**config.mk**
```make
export PLATFORM = sky130hd
export DESIGN_NAME = bal_owner
export DESIGN_NICKNAME = d
export VERILOG_FILES = /design/src/rtl/bal_pkg.sv /design/src/rtl/bal_owner.sv
export SDC_FILE = /design/constraint.sdc
export NUM_CORES = 2
export LEC_CHECK = 0
export ABC_AREA = 1
export BUFFER_PORTS_ARGS = -buffer_cell sky130_fd_sc_hd__buf_2
export CORE_MARGIN = 2
export CORE_UTILIZATION = 46
export DETAILED_ROUTE_END_ITERATION = 6
export GPL_ROUTABILITY_DRIVEN = 0
export SKIP_LAST_GASP = 1
export SLEW_MARGIN = 25
export SYNTH_ARGS = -nofsm -noshare
export SYNTH_HDL_FRONTEND = slang
export SYNTH_SLANG_ARGS = --single-unit
```
**constraint.sdc**
```tcl
create_clock -name clk -period 2.6 [get_ports clk]
set_input_delay 0.26 -clock clk [delete_from_list [all_inputs] [get_ports clk]]
set_output_delay 0.26 -clock clk [all_outputs]
set_load 0.01 [all_outputs]
```
**src/rtl/bal_pkg.sv**
```systemverilog
// Shared types, codes and layout helpers for the buddy allocator.
`default_nettype none

package bal_pkg;

	// Transaction payloads.
	typedef struct packed {
		logic        op;
		logic [7:0]  process_id;
		logic [15:0] request_size;
	} bal_req_t;

	typedef struct packed {
		logic [2:0] status;
		logic [7:0] echo_process_id;
		logic [9:0] start_address;
		logic [9:0] end_address;
	} bal_rsp_t;

	// Operation codes.
	localparam logic OP_ALLOC = 1'b0;
	localparam logic OP_FREE  = 1'b1;

	// Result status codes.
	typedef enum logic [2:0] {
		ST_ALLOCATED = 3'd0,
		ST_FREED     = 3'd1,
		ST_FULL      = 3'd2,
		ST_BAD_SIZE  = 3'd3,
		ST_UNKNOWN   = 3'd4,
		ST_HELD      = 3'd5
	} bal_status_t;

	// Free-mark memory word layout.
	localparam int WORD_W  = 32;
	localparam int WORD_LW = 5;
	localparam int ADDR_W  = 10;
	localparam int SIZE_W  = 16;

	// Number of words holding the marks of one order.
	function automatic int order_words(int top, int k);
		int n;
		n = 1 << (top - k);
		return ((n >> WORD_LW) == 0) ? 1 : (n >> WORD_LW);
	endfunction

	// First word of one order; orders are stacked from order zero upward.
	function automatic int order_wbase(int top, int k);
		int sum;
		sum = 0;
		for (int m = 0; m < k; m++) begin
			sum = sum + order_words(top, m);
		end
		return sum;
	endfunction

endpackage

`default_nettype wire

```
**src/rtl/bal_owner.sv**
```systemverilog
// Owner table: valid bit per process and the block it holds.
`default_nettype none

module bal_owner import bal_pkg::*; #(
	parameter int PROCESSES = 256,
	parameter int PW        = 8,
	parameter int IXW       = 10,
	parameter int OW        = 4
) (
	input  wire logic           clk,
	input  wire logic           arst_n,
	input  wire logic [PW-1:0]  vidx,
	output logic                valid,
	input  wire logic           rd_en,
	input  wire logic [PW-1:0]  rd_idx,
	output logic      [IXW-1:0] rd_start,
	output logic      [OW-1:0]  rd_order,
	input  wire logic           wr_en,
	input  wire logic [PW-1:0]  wr_idx,
	input  wire logic [IXW-1:0] wr_start,
	input  wire logic [OW-1:0]  wr_order,
	input  wire logic           clr_en
);

	logic [IXW+OW-1:0]    mem [PROCESSES];
	logic [IXW+OW-1:0]    rdata_s1;
	logic [PROCESSES-1:0] valid_q;

	// Block start and order per process.
	always_ff @(posedge clk) begin
		if (wr_en) begin
			mem[wr_idx] <= {wr_start, wr_order};
		end
		if (rd_en) begin
			rdata_s1 <= mem[rd_idx];
		end
	end

	assign rd_start = rdata_s1[IXW+OW-1:OW];
	assign rd_order = rdata_s1[OW-1:0];

	// Valid bits; a free clears the entry addressed for writing.
	always_ff @(posedge clk or negedge arst_n) begin
		if (!arst_n) begin
			valid_q <= '0;
		end else if (wr_en) begin
			valid_q[wr_idx] <= 1'b1;
		end else if (clr_en) begin
			valid_q[wr_idx] <= 1'b0;
		end
	end

	assign valid = valid_q[vidx];

endmodule

`default_nettype wire

```
# ---- Yosys cells after proc, flatten, opt, wreduce, memory -nomap -nowiden
# Memories as Yosys holds them, arrays and structs flattened. A register that Yosys moved wholly into a read port is not among the register bits.
# Index checks and enable logic that the tools add are counted.
dict set report totals {
  input_bits 43
  word_cells 18
  output_inout_bits 15
  mem_bits_rw 3584
  n_memories 1
  ff_bits 256
}
# memory words word_bits rd rd_ports_with_merged_regs wr line_no
set mem_list {}
lappend mem_list {mem 256 14 1 1 1 bal_owner.sv:25} ;# logic [IXW+OW-1:0] mem [PROCESSES];
dict set report op_classes {
  bitwise_logic 3
  order_cmp 3
  n_mux 8
  reduce_logical 2
}
# op count
set op_table {}
lappend op_table {{$mux W256} 2}
lappend op_table {{$and A256 B256 Y256} 1}
lappend op_table {{$not A256 Y256} 1}
lappend op_table {{$or A256 B256 Y256} 1}
lappend op_table {{$lt A8 B9 Y1 const B} 2}
lappend op_table {{$bmux W1 S8} 1}
lappend op_table {{$demux W1 S8} 1}
lappend op_table {{$ge A8 B1 Y1 const B} 1}
lappend op_table {{$mux W1} 4}
lappend op_table {{$reduce_bool A2 Y1} 1}
lappend op_table {{$logic_and A1 B1 Y1} 1}

# ---- Depth between registers and ports, before layout
dict set report logic_depth {
  ltp_word 8
  ltp_mapped 14
  depth_no_buf 11
}

# ---- Worst setup path after synthesis
# OpenSTA, ideal clock, no wires.
dict set report synth_path {
  path_type {input-to-reg}
  from {input port wr_idx[5]}
  to {memory mem[1][0] (netlist name), enable pin}
  path_stages 6
  arrival_time_ps 2564
  setup_ps 421
  required_time_ps 2179
  path_slack_ps -385
  path_buffers 1
  cell_sequence {nor2_1 inv_1 nor2_1 clkbuf_1 inv_1 nor4_1}
}
# item line_no
set synth_rtl {}
lappend synth_rtl {{from (decl)} bal_owner.sv:19} ;# input wire logic [PW-1:0] wr_idx,
lappend synth_rtl {{to (decl)} bal_owner.sv:25}
# No word-level cell before the write port.

==> flow_summary.ini <==
[route]
vias_per_cell = 5.83
drt-total-wl_um = 485000
antenna_left = 0
wl_per_cell_um = 25.5
drt-initial-drc-count = 14300
drc_errors = 0
dr.pass1.iters = 7
vias = 111000

[cts]
clock-root-buffer = clkbuf_16
clk_pin_slew_worst_paths_ns = 0.06
cts_buffer_depth = 4
cts_tree = yes
cts-buffers-inserted = 399
cts.sinks = 3854
clock_latency_ns = 0.97
h-tree-depth = 5

[synth]
syn-cell-area_mm2 = 0.157
synth.avg_cell_area_um2 = 11.5
synth_cell_type_count = 20
yosysTopAreaCell = edfxtp_1
synth_top_area_share_pct = 68.7
yosys-top-cells-count = 4188 x nand2_1, 3781 x nand3_1, 3598 x edfxtp_1
synth_ff_type = edfxtp_1
synthCells = 13600
ys_top_cells_by_area = edfxtp_1 69%, nand3_1 12%, nand2_1 10%
seq_area_frac_synth_pct = 72.8
synth_edf_count = 3598
ys_warn_count = 0
synth_nets = 13700
ys_seq_elements = 3854
ys_async_sr_fraction_pct = 6.64
synth.most_common_cell = nand2_1

[setup_path]
end_kind = output port
crit_arrival_ns = 2.42
r2r_cells = 11
critical_path.startpoint_type = flop
crit_end = valid
r2r_setup_slack_ns = 0.16
rr_startpoint = mem[207][6]
critPathRequiredTime_ns = 2.34
critPathKind = reg -> out
slowest_delay_ns = 0.37
cp_cell_sequence = nand2_1 -> nand3_1 -> nand3_1 -> nand3_1 -> nand3_2 -> nand2_4 -> nand2_1 -> nand3_2 -> nand3_2 -> nand2_4 -> buf_6
reg2reg_to = rdata_s1[6]
cp_max_fo = 2
crit_slowest_cell = dfrtp_1

[placed_design]
dp_cells = 18200
port_buffers = 57
dp_hpwl_um = 301000
pre_cts_slack_ns = -0.405

[grt]
overflow = 0
grt_max_degree = 104
antenna_found_initial = 26
grt.total_usage_pct = 27.5
grt_pass1_vias = 106000
grt_pass1_wl_um = 711000

[cells_and_area]
drive_above_1_share_pct = 11.6
stdcell_count = 19000
finalNetCount = 14100
fillers = 28200
syn2layout_area_growth_pct = 17.3

[sta]
drv_slew = 0
worstMarginPinSlew_ns = 0.965
relSlewSlack_pct = 35.7
hold_violations = 0
post-route-min-period_ns = 2.68
skew_ns = 0.0868
rsz0062_at_grt = yes
setup_viol = 1
fmax_ghz = 0.374
finalCritPeriodShare_pct = 103
worst_slack_ns = -0.0752

[job]
max-cap-violations = 0

[power]
ir_drop_v = 0.000599
power-per-cell-area_mw_per_mm2 = 730
p_leak_nw = 66.3

[hold_path]
hp-class = in -> reg
holdCritStartpoint = wr_en

[floorplan]
io_pins = 58
core_area_mm2 = 0.340
die_h_um = 589
die_area_mm2 = 0.346
fp-row-count = 214
start_util_pct = 46.2
die_x_um = 589

[run_status]
violations = negative setup slack
status = finished with violations
==> per-stage QoR <==
stage | total power, mW | area, um^2 | util (%) | TNS, ns | hold WS, ns
global route | 138 | 184000 | 54.2 | -0.143 | 0.0519
floorplan | 74.2 | 157000 | - | -25.81 | -0.0356
detailed placement | 79.4 | 171000 | 50.3 | -3.98 | 0.308
finish | 135 | 184000 | 54.2 | -0.0752 | 0.0513
CTS | 135 | 184000 | 54.1 | -0.107 | 0.0112
global placement | 79.2 | 171000 | 50.3 | -4.29 | 0.304
==> layer usage <==
layer | vias to the layer above | part of all wire, % | track usage, %
met5 | - | 0.0066 | 0
met4 | 4 | 5.4 | 13.3
met3 | 1010 | 8.5 | 3.90
met2 | 5564 | 46 | 43.5
met1 | 54700 | 40 | 37.6
li1 | 49400 | - | -
==> logic make-up after synthesis <==
| family | Yosys count | share of synthesized area [%] |
|---|---|---|
| buffers and inverters | 984 | 2.81 |
| AND/OR/NAND/NOR | 8267 | 22.8 |
| flip-flops | 3854 | 72.8 |
| AO/OA/AOI/OAI | 505 | 1.61 |
==> registers in the layout, indices dropped and copies added (netlist names), named ones only <==
| signal | cells |
|---|---|
| mem | 3584 |
| rdata_s1 | 14 |
==> power by group <==
group | leakage [nW] | switching [mW] | internal [mW]
Clock | 6.27 | 24.2 | 32.1
Combinational | 24.2 | 6.93 | 2.88
Sequential | 35.8 | 0.259 | 68.3
Total | 66.3 | 31.4 | 103
==> layout make-up <==
cell class,count,area (um^2),share of cell area [%]
Timing Repair Buffer,1030,12300,6.68
Clock inverter,258,2310,1.25
Antenna cell,20,50.0,0.0271
Inverter,30,161,0.0876
Clock buffer,486,10500,5.71
Tap cell,4536,5680,3.08
Multi-Input combinational cell,8772,38900,21.1
Sequential cell,3854,114000,62.1
==> placed cells by master, fill, tap and decap left out, types with 3 or more instances in the layout <==
cell type and count:
nand2_4 5, buf_4 600, bufinv_16 33, nand3_1 3734, clkinv_1 98, dfrtp_1 256, diode_2 20, inv_6 8
clkbuf_8 6, nand2_1 4179, clkbuf_16 406, inv_8 5, nor2_4 16, clkinv_16 5, clkinvlp_4 16, edfxtp_1 3598
or2_2 4, inv_2 3, inv_1 18, nand3_2 42, buf_8 18, nor2_1 268, o21ai_0 503, buf_2 34
clkinv_4 5, dlygate4sd3_1 19, clkbuf_1 74, inv_16 5, nor4_2 6, clkinv_2 87, buf_12 357, nand2_2 3
nand3_4 5, clkinv_8 3
==> worst max-delay path: cells and delay by family, from the launching register on <==
kind / cells / cell delay, ns
buf+inv: 1 / 0.12
flops: 1 / 0.37
simple gates: 10 / 0.96
==> worst min-delay path by stage <==
stage / end / slack, ns / cells past startpoint
after floorplan: asynchronous set/reset pin / -0.04 / 0
after global placement: asynchronous set/reset pin / 0.30 / 1
after detailed placement: asynchronous set/reset pin / 0.31 / 1
after CTS: flop / 0.01 / 3
after global routing: flop / 0.05 / 3
final: flop / 0.05 / 3
==> timing repair <==
| item | in CTS | in global routing |
|---|---|---|
| setup buffers | 0 | 3 |
| setup endpoints to repair | 1 | 1 |
| pin swaps | 35 | 12 |
| resized for setup | 42 | 27 |
| hold buffers | 20 | 0 |
| endpoints found under the hold margin | 1463 | 0 |
Power figures use the tool's default switching activity.
